$ cat config.mk
export PLATFORM = sky130hd
export DESIGN_NAME = seven_segment_clock_pixel_mask_flat
export DESIGN_NICKNAME = d
export VERILOG_FILES = /design/src/hw/rtl/sscpm_pkg.sv /design/src/hw/rtl/sscpm_if.sv /design/src/hw/rtl/seven_segment_clock_pixel_mask.sv /design/src/flat_wrapper.sv
export VERILOG_INCLUDE_DIRS = /design/src /design/src/hw/rtl
export SDC_FILE = /design/constraint.sdc
export NUM_CORES = 1
export LEC_CHECK = 0
export ABC_AREA = 0
export BUFFER_PORTS_ARGS = -buffer_cell sky130_fd_sc_hd__buf_2
export CAP_MARGIN = 20
export CORE_AREA = 2 2 212 214
export CTS_BUF_LIST = sky130_fd_sc_hd__clkbuf_4
export CTS_CLUSTER_SIZE = 20
export DETAILED_ROUTE_END_ITERATION = 10
export DIE_AREA = 0 0 214 216
export GPL_ROUTABILITY_DRIVEN = 0
export GPL_TIMING_DRIVEN = 0
export PLACE_DENSITY = 0.48
export SLEW_MARGIN = 5
export SYNTH_ARGS = -nofsm -noshare
export SYNTH_HDL_FRONTEND = slang
export SYNTH_SLANG_ARGS = --single-unit
$ cat constraint.sdc
create_clock -name clock -period 9 [get_ports clock]
set_input_delay 0.9 -clock clock [delete_from_list [all_inputs] [get_ports clock]]
set_output_delay 0.9 -clock clock [all_outputs]
set_load 0.05 [all_outputs]
$ cat src/hw/rtl/seven_segment_clock_pixel_mask_assert.svh
// Assertion macros for the seven-segment clock pixel mask.
`ifndef SEVEN_SEGMENT_CLOCK_PIXEL_MASK_ASSERT_SVH
`define SEVEN_SEGMENT_CLOCK_PIXEL_MASK_ASSERT_SVH

// Same-cycle implication, checked at every rising edge outside reset.
`define SSCPM_ASSERT_IMP(lbl, clk, rst, ante, cons, msg) \
   lbl: assert property (@(posedge clk) disable iff (rst) (ante) |-> (cons)) \
      else $error(msg);

// Next-cycle implication, checked at every rising edge outside reset.
`define SSCPM_ASSERT_NEXT(lbl, clk, rst, ante, cons, msg) \
   lbl: assert property (@(posedge clk) disable iff (rst) (ante) |=> (cons)) \
      else $error(msg);

`endif

$ cat src/hw/rtl/sscpm_pkg.sv
// Package: types, field widths, register indexes and digit tables of the clock pixel mask.
package sscpm_pkg;

   // Field widths
   localparam int HOUR_W       = 5;
   localparam int MINUTE_W     = 6;
   localparam int SECOND_W     = 6;
   localparam int RUN_START_W  = 16;
   localparam int RUN_LENGTH_W = 8;
   localparam int CSR_INDEX_W  = 3;
   localparam int CSR_DATA_W   = 21;

   // Configuration register indexes
   typedef enum logic [CSR_INDEX_W-1:0] {
      REG_MODE_FLAGS  = 3'd0,
      REG_SEG_PIXELS  = 3'd1,
      REG_COL_PIXELS  = 3'd2,
      REG_FIRST_PIXEL = 3'd3,
      REG_SEGMENT_MAP = 3'd4,
      REG_STRIP_LEN   = 3'd5
   } csr_index_type;

   // Mode flag bit positions
   localparam int MODE_ENABLE     = 0;
   localparam int MODE_SIX        = 1;
   localparam int MODE_TWELVE     = 2;
   localparam int MODE_HIDE_HOUR  = 3;
   localparam int MODE_HIDE_MIN   = 4;
   localparam int MODE_RTL        = 5;
   localparam int MODE_SHOW_COLON = 6;
   localparam int MODE_BLINK      = 7;

   // Reset values of the registers
   localparam logic [7:0]  MODE_RESET  = 8'd237;
   localparam logic [7:0]  SEG_PIX_RST = 8'd2;
   localparam logic [7:0]  COL_PIX_RST = 8'd2;
   localparam logic [15:0] FIRST_RST   = 16'd0;
   localparam logic [20:0] MAP_RESET   = 21'd1690122;
   localparam logic [15:0] STRIP_RST   = 16'd0;

   // Segment slots: a..g in a digit row; in the colon row colon 1, colon 2, then the close slot
   localparam logic [2:0] SEG_LAST   = 3'd6;
   localparam logic [2:0] SEG_COLON1 = 3'd0;
   localparam logic [2:0] SEG_COLON2 = 3'd1;
   localparam logic [2:0] SEG_FLUSH  = 3'd2;

   // Blocks from the clock start to each colon, in segment widths
   localparam logic [5:0] COLON1_BLOCKS = 6'd14;
   localparam logic [5:0] COLON2_BLOCKS = 6'd28;

   // Segment patterns, a in bit 6 down to g in bit 0
   localparam logic [6:0] SEG_PATTERNS [10] = '{
      7'h7E, 7'h30, 7'h6D, 7'h79, 7'h33, 7'h5B, 7'h5F, 7'h70, 7'h7F, 7'h7B
   };

   // One blanking run
   typedef struct packed {
      logic [RUN_START_W-1:0]  start;
      logic [RUN_LENGTH_W-1:0] length;
   } run_type;

   // Tens in [7:4] and ones in [3:0] of a value below 64
   function automatic logic [7:0] split_decimal(input logic [5:0] v);
      logic [3:0] t;
      logic [5:0] r;
      t = '0;
      for (int k = 6; k >= 1; k--) begin
         if (t == '0 && v >= 6'(10 * k)) begin
            t = 4'(k);
         end
      end
      r = v - 6'(6'(t) * 6'd10);
      return {t, r[3:0]};
   endfunction

endpackage

$ cat src/hw/rtl/sscpm_if.sv
// Channel interfaces: time sample requests and blanking run responses.
interface sscpm_req_if import sscpm_pkg::*; ();
   logic                valid;
   logic                ready;
   logic [HOUR_W-1:0]   hour_value;
   logic [MINUTE_W-1:0] minute_value;
   logic [SECOND_W-1:0] second_value;

   modport source (output valid, hour_value, minute_value, second_value, input ready);
   modport sink   (input valid, hour_value, minute_value, second_value, output ready);
endinterface

interface sscpm_rsp_if import sscpm_pkg::*; ();
   logic                    valid;
   logic                    ready;
   logic [RUN_START_W-1:0]  run_start;
   logic [RUN_LENGTH_W-1:0] run_length;
   logic                    run_last;

   modport source (output valid, run_start, run_length, run_last, input ready);
   modport sink   (input valid, run_start, run_length, run_last, output ready);
endinterface

$ cat src/hw/rtl/seven_segment_clock_pixel_mask.sv
// Seven-segment clock pixel mask: turns a time sample into LED-strip blanking runs.
//
// Each time sample (hour, minute, second) is decoded into a dark-segment mask when it is
// taken into a one-entry input buffer. A slot scanner then walks one candidate run per
// cycle while the response channel does not stall: seven segments for each of MAX_DIGITS
// digits, colon 1, colon 2 and one closing slot, whatever the number of runs it yields;
// a stalled response channel holds the scan. The next sample is taken into the buffer
// while the current one is scanned and enters the scanner straight after the closing slot.
// A run passes from its slot through the candidate stage and a holding register into the
// response register: it waits in the holding register until the next run or the closing
// slot comes by, which lets the last run carry run_last.
// Configuration is written through the csr_ port and must only change while the block
// is idle. Disabled mode still costs the scan but emits nothing.
module seven_segment_clock_pixel_mask import sscpm_pkg::*; #(
   parameter int MAX_DIGITS = 6
) (
   input  logic                   clock,
   input  logic                   reset,
   sscpm_req_if.sink              req_ch,
   sscpm_rsp_if.source            rsp_ch,
   input  logic                   csr_we,
   input  logic [CSR_INDEX_W-1:0] csr_index,
   input  logic [CSR_DATA_W-1:0]  csr_wdata
);

   localparam int DigW = (MAX_DIGITS > 1) ? $clog2(MAX_DIGITS) : 1;
   localparam int PosW = $clog2(MAX_DIGITS + 1);
   localparam logic [PosW-1:0] ColonRow = PosW'(MAX_DIGITS);
   localparam logic SixAllowed = (MAX_DIGITS >= 6);

   // Configuration registers
   logic [7:0]  mode_ff,    mode_in;
   logic [7:0]  seg_pix_ff, seg_pix_in;
   logic [7:0]  col_pix_ff, col_pix_in;
   logic [15:0] first_ff,   first_in;
   logic [20:0] map_ff,     map_in;
   logic [15:0] strip_ff,   strip_in;

   // Input buffer
   logic       buf_valid_ff, buf_valid_in;
   logic [6:0] buf_dig_ff [MAX_DIGITS];
   logic [6:0] buf_dig_in [MAX_DIGITS];
   logic [1:0] buf_col_ff, buf_col_in;

   // Slot scanner
   logic            busy_ff, busy_in;
   logic [PosW-1:0] pos_ff,  pos_in;
   logic [2:0]      seg_ff,  seg_in;
   logic [6:0]      dig_dark_ff [MAX_DIGITS];
   logic [6:0]      dig_dark_in [MAX_DIGITS];
   logic [1:0]      col_dark_ff, col_dark_in;

   // Candidate run stage
   logic        s1_valid_ff, s1_valid_in;
   logic        s1_flush_ff, s1_flush_in;
   logic [17:0] s1_start_ff, s1_start_in;
   logic [7:0]  s1_len_ff,   s1_len_in;

   // Pending run and response register
   logic    pend_valid_ff, pend_valid_in;
   run_type pend_run_ff,   pend_run_in;
   logic    out_valid_ff,  out_valid_in;
   run_type out_run_ff,    out_run_in;
   logic    out_last_ff,   out_last_in;

   // Shared combinational signals
   logic            six_en;
   logic [2:0]      ndig;
   logic [7:0]      sp_eff;
   logic [7:0]      cp_eff;
   logic            adv;
   logic            req_fire;
   logic            take;
   logic            in_colon;
   logic            at_flush;
   logic [DigW-1:0] dpos;
   logic [2:0]      phys;
   logic [2:0]      blk;
   logic [2:0]      map_blk [7];
   logic            slot_dark;
   logic [5:0]      mult;
   logic [1:0]      cmul;
   logic [13:0]     seg_off;
   logic [9:0]      col_off;
   logic [17:0]     strip_ext;
   logic [17:0]     room;
   logic            run_ok;
   logic [7:0]      clip_len;

   // Decode signals
   logic [HOUR_W-1:0] hour_fold;
   logic [7:0]        hour_dec;
   logic [7:0]        min_dec;
   logic [7:0]        sec_dec;
   logic [3:0]        dig_val [6];
   logic [5:0]        blank;
   logic              colon_dark;

   assign six_en = mode_ff[MODE_SIX] && SixAllowed;
   assign ndig   = six_en ? 3'd6 : 3'd4;
   assign sp_eff = (seg_pix_ff == '0) ? 8'd1 : seg_pix_ff;
   assign cp_eff = (col_pix_ff == '0) ? 8'd1 : col_pix_ff;

   // Handshakes
   assign adv          = !out_valid_ff || rsp_ch.ready;
   assign req_ch.ready = !buf_valid_ff;
   assign req_fire     = req_ch.valid && !buf_valid_ff;
   assign in_colon     = (pos_ff == ColonRow);
   assign at_flush     = busy_ff && in_colon && (seg_ff == SEG_FLUSH);
   assign take         = adv && buf_valid_ff && (!busy_ff || at_flush);

   // Configuration writes
   always_comb begin
      mode_in    = mode_ff;
      seg_pix_in = seg_pix_ff;
      col_pix_in = col_pix_ff;
      first_in   = first_ff;
      map_in     = map_ff;
      strip_in   = strip_ff;
      if (csr_we) begin
         case (csr_index_type'(csr_index))
            REG_MODE_FLAGS:  mode_in    = csr_wdata[7:0];
            REG_SEG_PIXELS:  seg_pix_in = csr_wdata[7:0];
            REG_COL_PIXELS:  col_pix_in = csr_wdata[7:0];
            REG_FIRST_PIXEL: first_in   = csr_wdata[15:0];
            REG_SEGMENT_MAP: map_in     = csr_wdata[20:0];
            REG_STRIP_LEN:   strip_in   = csr_wdata[15:0];
            default: ;
         endcase
      end
   end

   // Time sample decode: 12-hour fold, digit split, leading-zero blanking
   always_comb begin
      hour_fold = req_ch.hour_value;
      if (mode_ff[MODE_TWELVE]) begin
         if (req_ch.hour_value > 5'd12) begin
            hour_fold = req_ch.hour_value - 5'd12;
         end else if (req_ch.hour_value == '0) begin
            hour_fold = 5'd12;
         end
      end
      hour_dec   = split_decimal(6'(hour_fold));
      min_dec    = split_decimal(req_ch.minute_value);
      sec_dec    = split_decimal(req_ch.second_value);
      dig_val[0] = hour_dec[7:4];
      dig_val[1] = hour_dec[3:0];
      dig_val[2] = min_dec[7:4];
      dig_val[3] = min_dec[3:0];
      dig_val[4] = sec_dec[7:4];
      dig_val[5] = sec_dec[3:0];
      blank      = '0;
      blank[0]   = mode_ff[MODE_HIDE_HOUR] && (hour_dec[7:4] == '0);
      blank[2]   = mode_ff[MODE_HIDE_MIN] && (min_dec[7:4] == '0);
      for (int d = 0; d < MAX_DIGITS; d++) begin
         for (int s = 0; s < 7; s++) begin
            buf_dig_in[d][s] = mode_ff[MODE_ENABLE] && (d < 4 || six_en) &&
                               (blank[d] || !SEG_PATTERNS[dig_val[d]][6-s]);
         end
      end
      colon_dark = !mode_ff[MODE_SHOW_COLON] ||
                   (mode_ff[MODE_BLINK] && !req_ch.second_value[0]);
      buf_col_in[0] = mode_ff[MODE_ENABLE] && colon_dark;
      buf_col_in[1] = mode_ff[MODE_ENABLE] && colon_dark && six_en;
      buf_valid_in  = buf_valid_ff;
      if (take) begin
         buf_valid_in = 1'b0;
      end
      if (req_fire) begin
         buf_valid_in = 1'b1;
      end
   end

   // Segment map as seven 3-bit block positions
   always_comb begin
      for (int s = 0; s < 7; s++) begin
         map_blk[s] = map_ff[3*s +: 3];
      end
   end

   // Current slot: position and dark bit
   always_comb begin
      dpos = in_colon ? '0 : pos_ff[DigW-1:0];
      phys = mode_ff[MODE_RTL] ? (ndig - 3'd1 - 3'(dpos)) : 3'(dpos);
      blk  = map_blk[seg_ff];
      if (in_colon) begin
         slot_dark = ((seg_ff == SEG_COLON1) && col_dark_ff[0]) ||
                     ((seg_ff == SEG_COLON2) && col_dark_ff[1]);
         mult = (seg_ff == SEG_COLON2) ? COLON2_BLOCKS : COLON1_BLOCKS;
         cmul = (seg_ff == SEG_COLON2) ? 2'd1 : 2'd0;
      end else begin
         slot_dark = dig_dark_ff[dpos][seg_ff];
         mult = 6'(6'(phys) * 6'd7) + 6'(blk);
         cmul = phys[2:1];
      end
      seg_off = 14'(mult) * 14'(sp_eff);
      col_off = 10'(cmul) * 10'(cp_eff);
   end

   // Scanner step and candidate run stage
   always_comb begin
      busy_in     = busy_ff;
      pos_in      = pos_ff;
      seg_in      = seg_ff;
      dig_dark_in = dig_dark_ff;
      col_dark_in = col_dark_ff;
      s1_valid_in = s1_valid_ff;
      s1_flush_in = s1_flush_ff;
      s1_start_in = s1_start_ff;
      s1_len_in   = s1_len_ff;
      if (adv) begin
         s1_valid_in = busy_ff && slot_dark;
         s1_flush_in = at_flush;
         s1_start_in = 18'(first_ff) + 18'(seg_off) + 18'(col_off);
         s1_len_in   = in_colon ? cp_eff : sp_eff;
         if (take) begin
            busy_in     = 1'b1;
            pos_in      = '0;
            seg_in      = '0;
            dig_dark_in = buf_dig_ff;
            col_dark_in = buf_col_ff;
         end else if (busy_ff) begin
            if (at_flush) begin
               busy_in = 1'b0;
            end else if (!in_colon && seg_ff == SEG_LAST) begin
               pos_in = pos_ff + 1'b1;
               seg_in = '0;
            end else begin
               seg_in = seg_ff + 3'd1;
            end
         end
      end
   end

   // Clip to the strip and hold one run back so the last one can be marked
   assign strip_ext = 18'(strip_ff);
   assign room      = strip_ext - s1_start_ff;
   assign run_ok    = s1_valid_ff && (s1_start_ff < strip_ext);
   assign clip_len  = (room < 18'(s1_len_ff)) ? room[7:0] : s1_len_ff;

   always_comb begin
      pend_valid_in = pend_valid_ff;
      pend_run_in   = pend_run_ff;
      out_valid_in  = out_valid_ff;
      out_run_in    = out_run_ff;
      out_last_in   = out_last_ff;
      if (adv) begin
         out_run_in = pend_run_ff;
         if (run_ok) begin
            out_valid_in       = pend_valid_ff;
            out_last_in        = 1'b0;
            pend_valid_in      = 1'b1;
            pend_run_in.start  = s1_start_ff[15:0];
            pend_run_in.length = clip_len;
         end else if (s1_flush_ff) begin
            out_valid_in  = pend_valid_ff;
            out_last_in   = 1'b1;
            pend_valid_in = 1'b0;
         end else begin
            out_valid_in = 1'b0;
         end
      end
   end

   // Registers
   always_ff @(posedge clock) begin
      if (reset) begin
         mode_ff       <= MODE_RESET;
         seg_pix_ff    <= SEG_PIX_RST;
         col_pix_ff    <= COL_PIX_RST;
         first_ff      <= FIRST_RST;
         map_ff        <= MAP_RESET;
         strip_ff      <= STRIP_RST;
         buf_valid_ff  <= 1'b0;
         busy_ff       <= 1'b0;
         pos_ff        <= '0;
         seg_ff        <= '0;
         s1_valid_ff   <= 1'b0;
         s1_flush_ff   <= 1'b0;
         pend_valid_ff <= 1'b0;
         out_valid_ff  <= 1'b0;
      end else begin
         mode_ff       <= mode_in;
         seg_pix_ff    <= seg_pix_in;
         col_pix_ff    <= col_pix_in;
         first_ff      <= first_in;
         map_ff        <= map_in;
         strip_ff      <= strip_in;
         buf_valid_ff  <= buf_valid_in;
         busy_ff       <= busy_in;
         pos_ff        <= pos_in;
         seg_ff        <= seg_in;
         s1_valid_ff   <= s1_valid_in;
         s1_flush_ff   <= s1_flush_in;
         pend_valid_ff <= pend_valid_in;
         out_valid_ff  <= out_valid_in;
      end
   end

   // Payload registers
   always_ff @(posedge clock) begin
      if (req_fire) begin
         buf_dig_ff <= buf_dig_in;
         buf_col_ff <= buf_col_in;
      end
      dig_dark_ff <= dig_dark_in;
      col_dark_ff <= col_dark_in;
      s1_start_ff <= s1_start_in;
      s1_len_ff   <= s1_len_in;
      pend_run_ff <= pend_run_in;
      out_run_ff  <= out_run_in;
      out_last_ff <= out_last_in;
   end

   // Response outputs
   assign rsp_ch.valid      = out_valid_ff;
   assign rsp_ch.run_start  = out_run_ff.start;
   assign rsp_ch.run_length = out_run_ff.length;
   assign rsp_ch.run_last   = out_last_ff;

   // Checks
   `include "seven_segment_clock_pixel_mask_assert.svh"

   `SSCPM_ASSERT_IMP(a_run_not_empty, clock, reset, out_valid_ff, out_run_ff.length != '0, "empty run presented")
   `SSCPM_ASSERT_IMP(a_idle_no_pending, clock, reset, !busy_ff && !s1_valid_ff && !s1_flush_ff, !pend_valid_ff, "run pending with scanner idle")
   `SSCPM_ASSERT_NEXT(a_flush_drains, clock, reset, adv && s1_flush_ff, !pend_valid_ff, "pending run kept past closing slot")
   `SSCPM_ASSERT_NEXT(a_take_starts_scan, clock, reset, take, busy_ff && pos_ff == '0 && seg_ff == '0, "scanner not restarted on new sample")

endmodule
$ cat src/flat_wrapper.sv
// flat-port wrapper written by rule: the top's interface ports become plain ports
module seven_segment_clock_pixel_mask_flat import sscpm_pkg::*;
#(
   parameter int MAX_DIGITS = 6
)
  (clock, reset, csr_we, csr_index, csr_wdata, req_ch_valid, req_ch_hour_value, req_ch_minute_value, req_ch_second_value, req_ch_ready, rsp_ch_valid, rsp_ch_run_start, rsp_ch_run_length, rsp_ch_run_last, rsp_ch_ready);
  sscpm_req_if req_ch_i ();
  sscpm_rsp_if rsp_ch_i ();
  input  logic clock;
  input  logic reset;
  input  logic csr_we;
  input  logic [CSR_INDEX_W-1:0] csr_index;
  input  logic [CSR_DATA_W-1:0] csr_wdata;
  input wire logic [$bits(req_ch_i.valid)-1:0] req_ch_valid;
  input wire logic [$bits(req_ch_i.hour_value)-1:0] req_ch_hour_value;
  input wire logic [$bits(req_ch_i.minute_value)-1:0] req_ch_minute_value;
  input wire logic [$bits(req_ch_i.second_value)-1:0] req_ch_second_value;
  output wire logic [$bits(req_ch_i.ready)-1:0] req_ch_ready;
  output wire logic [$bits(rsp_ch_i.valid)-1:0] rsp_ch_valid;
  output wire logic [$bits(rsp_ch_i.run_start)-1:0] rsp_ch_run_start;
  output wire logic [$bits(rsp_ch_i.run_length)-1:0] rsp_ch_run_length;
  output wire logic [$bits(rsp_ch_i.run_last)-1:0] rsp_ch_run_last;
  input wire logic [$bits(rsp_ch_i.ready)-1:0] rsp_ch_ready;
  assign req_ch_i.valid = req_ch_valid;
  assign req_ch_i.hour_value = req_ch_hour_value;
  assign req_ch_i.minute_value = req_ch_minute_value;
  assign req_ch_i.second_value = req_ch_second_value;
  assign req_ch_ready = req_ch_i.ready;
  assign rsp_ch_valid = rsp_ch_i.valid;
  assign rsp_ch_run_start = rsp_ch_i.run_start;
  assign rsp_ch_run_length = rsp_ch_i.run_length;
  assign rsp_ch_run_last = rsp_ch_i.run_last;
  assign rsp_ch_i.ready = rsp_ch_ready;
  seven_segment_clock_pixel_mask #(.MAX_DIGITS(MAX_DIGITS)) u_core (.clock(clock), .reset(reset), .req_ch(req_ch_i), .rsp_ch(rsp_ch_i), .csr_we(csr_we), .csr_index(csr_index), .csr_wdata(csr_wdata));
endmodule
==> flow_summary.toml <==
[sta]
max_freq_mhz = 115
hold_viol = 0
whs_ns = 0.392
setup_ws_ns = 0.334
maxSlewViolCount = 0
finClkSkew_ns = 0.0654
tightestPinTransition_ns = 0.918
post-route-period-util_pct = 96.3
setup_violations = 0
fin_crit_ns = 8.67
relSlewSlack_pct = 38.3

[global_routing]
grt_pass1_vias = 10900
grt_start_max_net_pins = 41
grt_usage_pct = 16.3
grt-ovfl-total = 0
grt_pass1_wl_um = 59100
antenna_found_initial = 5

[min_path]
min_path_type = "reg -> reg"

[routing]
vias_per_cell = 4.71
post_drt_wl_per_cell_um = 16.2
ant_nets = 0
drt-initial-drc-count = 530
num_vias = 10900
drtPass1Iterations = 5
drt-total-wl_um = 37500
drcViolationCount = 0

[synthesis]
yosysUniqueCellTypes = 75
syn_inst = 1494
async_flop_share_pct = 0
synth.net_count = 1699
ys_ff_latch = 250
avgSynthCellArea_um2 = 9.94
ys_warn_count = 0
synth-edff-count = 161
netlist_area_um2 = 14800
ys.flop_type = "edfxtp_1"
ys_seq_area_share_pct = 44.6

[power]
power.density_nw_per_um2 = 195
power_leakage_nw = 7.27
irDropWorstVdd_mv = 0.0809

[die]
die_x_um = 214
die_y_um = 216
rows = 77
initial_core_util_pct = 33.9
die-area_um2 = 46200
core_area_um2 = 43800
io-pin-count = 73

[clock_tree]
clk_pin_slew_ns = 0.07
tritoncts = "built"
root_buffer = "clkbuf_4"
clk_latency_ns = 0.73
cts_sinks = 250
cts_buffers = 70
htree_levels = 3
clockBufferDepth = 3

[placed_design]
port_buffers = 70
placed_area_um2 = 16100
dp_worst_setup_slack_ns = -0.853
dpl.hpwl_um = 28300

[setup_path]
cp.arrival_ns = 9.08
worst_ep_required_time_ns = 9.41
cp_common_cell = "fa_1"
slowest_stage = "dfxtp_1"
path_max_fanout = 6
crit_path_end_kind = "flip-flop"
critPathKind = "reg -> reg"
critPathMaxStageDelay_ns = 0.55
cp-start-kind = "flip-flop"

[outcome]
status = "finished clean"

[final_layout]
fill_cells = 4386
final_area_um2 = 17500
drive_gt1_share_pct = 17.3
postLayoutCoreUtil_pct = 39.8
area_growth_pct = 17.7
multiInputGateArea_um2 = 7670
final_common_cell = "nand2_1"
nets = 1872
regArea_um2 = 6630
layout_common_cells = "239 x nand2_1, 161 x edfxtp_1, 152 x inv_1"

[job]
maxCapViolations = 0
routing by layer:
metal / share of wire (%) / wire [um] / vias up / global-route usage (%)
met4: 2.9 / 1090 / 2 / 5.90
met2: 48 / 17900 / 225 / 27.4
met1: 45 / 16900 / 5102 / 20.6
met3: 4.2 / 1580 / 60 / 3.58
li1: - / - / 5534 / -
met5: 0.035 / 13 / - / 0
stage by stage:
stage | setup TNS (ns) | std cells | power (mW)
after floorplan | 0 | 1494 | 2.06
after global placement | -4.06 | 2156 | 2.30
after detailed placement | -4.38 | 2161 | 2.31
after CTS | 0 | 2296 | 3.41
after global routing | -0.114 | 2315 | 3.66
final | 0 | 2317 | 3.41
cell type report:
cell class	count	area share [%]
Clock buffer	103	4.43
Clock inverter	22	0.731
Inverter	164	3.54
Antenna cell	5	0.0716
Buffer	54	1.38
Multi-Input combinational cell	1024	43.9
Timing Repair Buffer	103	3.75
Sequential cell	250	37.9
Tap cell	592	4.24
worst max-delay path, delay by kind of cell (launching register included):
family,cells,cell delay (ns)
buffers and inverters,7,0.40
adder cells (fa/ha/maj),11,4.27
flip-flops,1,0.55
AO/OA/AOI/OAI,7,0.99
AND/OR/NAND/NOR,8,1.21
XOR/XNOR,4,0.57
multiplexers,1,0.34
registers in the layout (all words and copies together), names as in the netlist, 2 cells and up:
register                  cells
u_core.strip_ff              16
u_core.buf_col_ff             2
u_core.pend_run_ff           24
u_core.seg_pix_ff             8
u_core.s1_start_ff           18
u_core.col_pix_ff             8
u_core.s1_len_ff              8
u_core.map_ff                21
u_core.pos_ff                 3
u_core.rsp_ch.run_length      8
u_core.dig_dark_ff           41
u_core.mode_ff                8
u_core.first_ff              16
u_core.rsp_ch.run_start      16
u_core.col_dark_ff            2
u_core.buf_dig_ff            41
u_core.seg_ff                 3
repair_timing:
action,in CTS,in global routing
resized for setup,25,41
hold buffers,0,0
buffers inserted,10,18
endpoints found under the hold margin,0,0
endpoints found under the setup margin,10,7
pin swaps,8,29
cell usage after synthesis, drive strengths merged (4+ instances only):
| cell | n | share of area (%) |
|---|---|---|
| a211oi | 17 | 0.86 |
| a21o | 14 | 0.71 |
| a21oi | 126 | 4.2 |
| a31oi | 9 | 0.38 |
| and2 | 30 | 1.3 |
| and3 | 8 | 0.34 |
| buf | 13 | 0.41 |
| clkbuf | 43 | 1.1 |
| dfxtp | 89 | 12 |
| edfxtp | 161 | 33 |
| fa | 50 | 6.7 |
| ha | 109 | 9.2 |
| inv | 163 | 4.1 |
| mux2 | 10 | 0.94 |
| mux2i | 30 | 2.0 |
| mux4 | 9 | 1.4 |
| nand2 | 244 | 6.2 |
| nand2b | 19 | 0.80 |
| nand3 | 28 | 0.94 |
| nand3b | 4 | 0.20 |
| nand4 | 6 | 0.25 |
| nor2 | 75 | 1.9 |
| nor2b | 33 | 1.4 |
| nor3 | 29 | 0.98 |
| nor3b | 10 | 0.51 |
| nor4 | 6 | 0.25 |
| o2111ai | 5 | 0.30 |
| o211ai | 7 | 0.35 |
| o21a | 11 | 0.61 |
| o21ai | 36 | 1.2 |
| o31a | 4 | 0.24 |
| o31ai | 6 | 0.30 |
| xnor2 | 29 | 1.7 |
| xor2 | 13 | 0.77 |
final timing paths:
check | startpoint | endpoint | slack [ns] | cells past startpoint
setup / recovery | u_core.pos_ff[2]$_SDFFE_PP0P_ | u_core.s1_start_ff[13]$_DFFE_PN_ | 0.33 | 38
hold / removal | u_core.buf_dig_ff[25]$_DFFE_PP_ | u_core.dig_dark_ff[25]$_DFFE_PP_ | 0.39 | 0
setup reg to reg | u_core.pos_ff[2]$_SDFFE_PP0P_ | u_core.s1_start_ff[13]$_DFFE_PN_ | 0.33 | 38
hold reg to reg | u_core.buf_dig_ff[25]$_DFFE_PP_ | u_core.dig_dark_ff[25]$_DFFE_PP_ | 0.39 | 0
cell families after synthesis:
logic type / Yosys count / synth area share, %
muxes: 49 / 4.32
xor gates and xnor gates: 42 / 2.48
other: 1 / 0.0253
and+or+nand+nor: 507 / 15.8
buffers and inverters: 220 / 5.65
adders and majority gates: 162 / 16.1
AOI/OAI and AO/OA: 263 / 11.0
DFF: 250 / 44.6
report_power, final:
group / internal [mW] / total, mW / leakage [nW] / switching, mW
clock: 0.557 / 1.04 / 0.532 / 0.483
combinational: 0.438 / 1.03 / 4.39 / 0.588
sequential: 1.31 / 1.34 / 2.35 / 0.0292
Note: power is estimated with default switching activity, not from simulation.
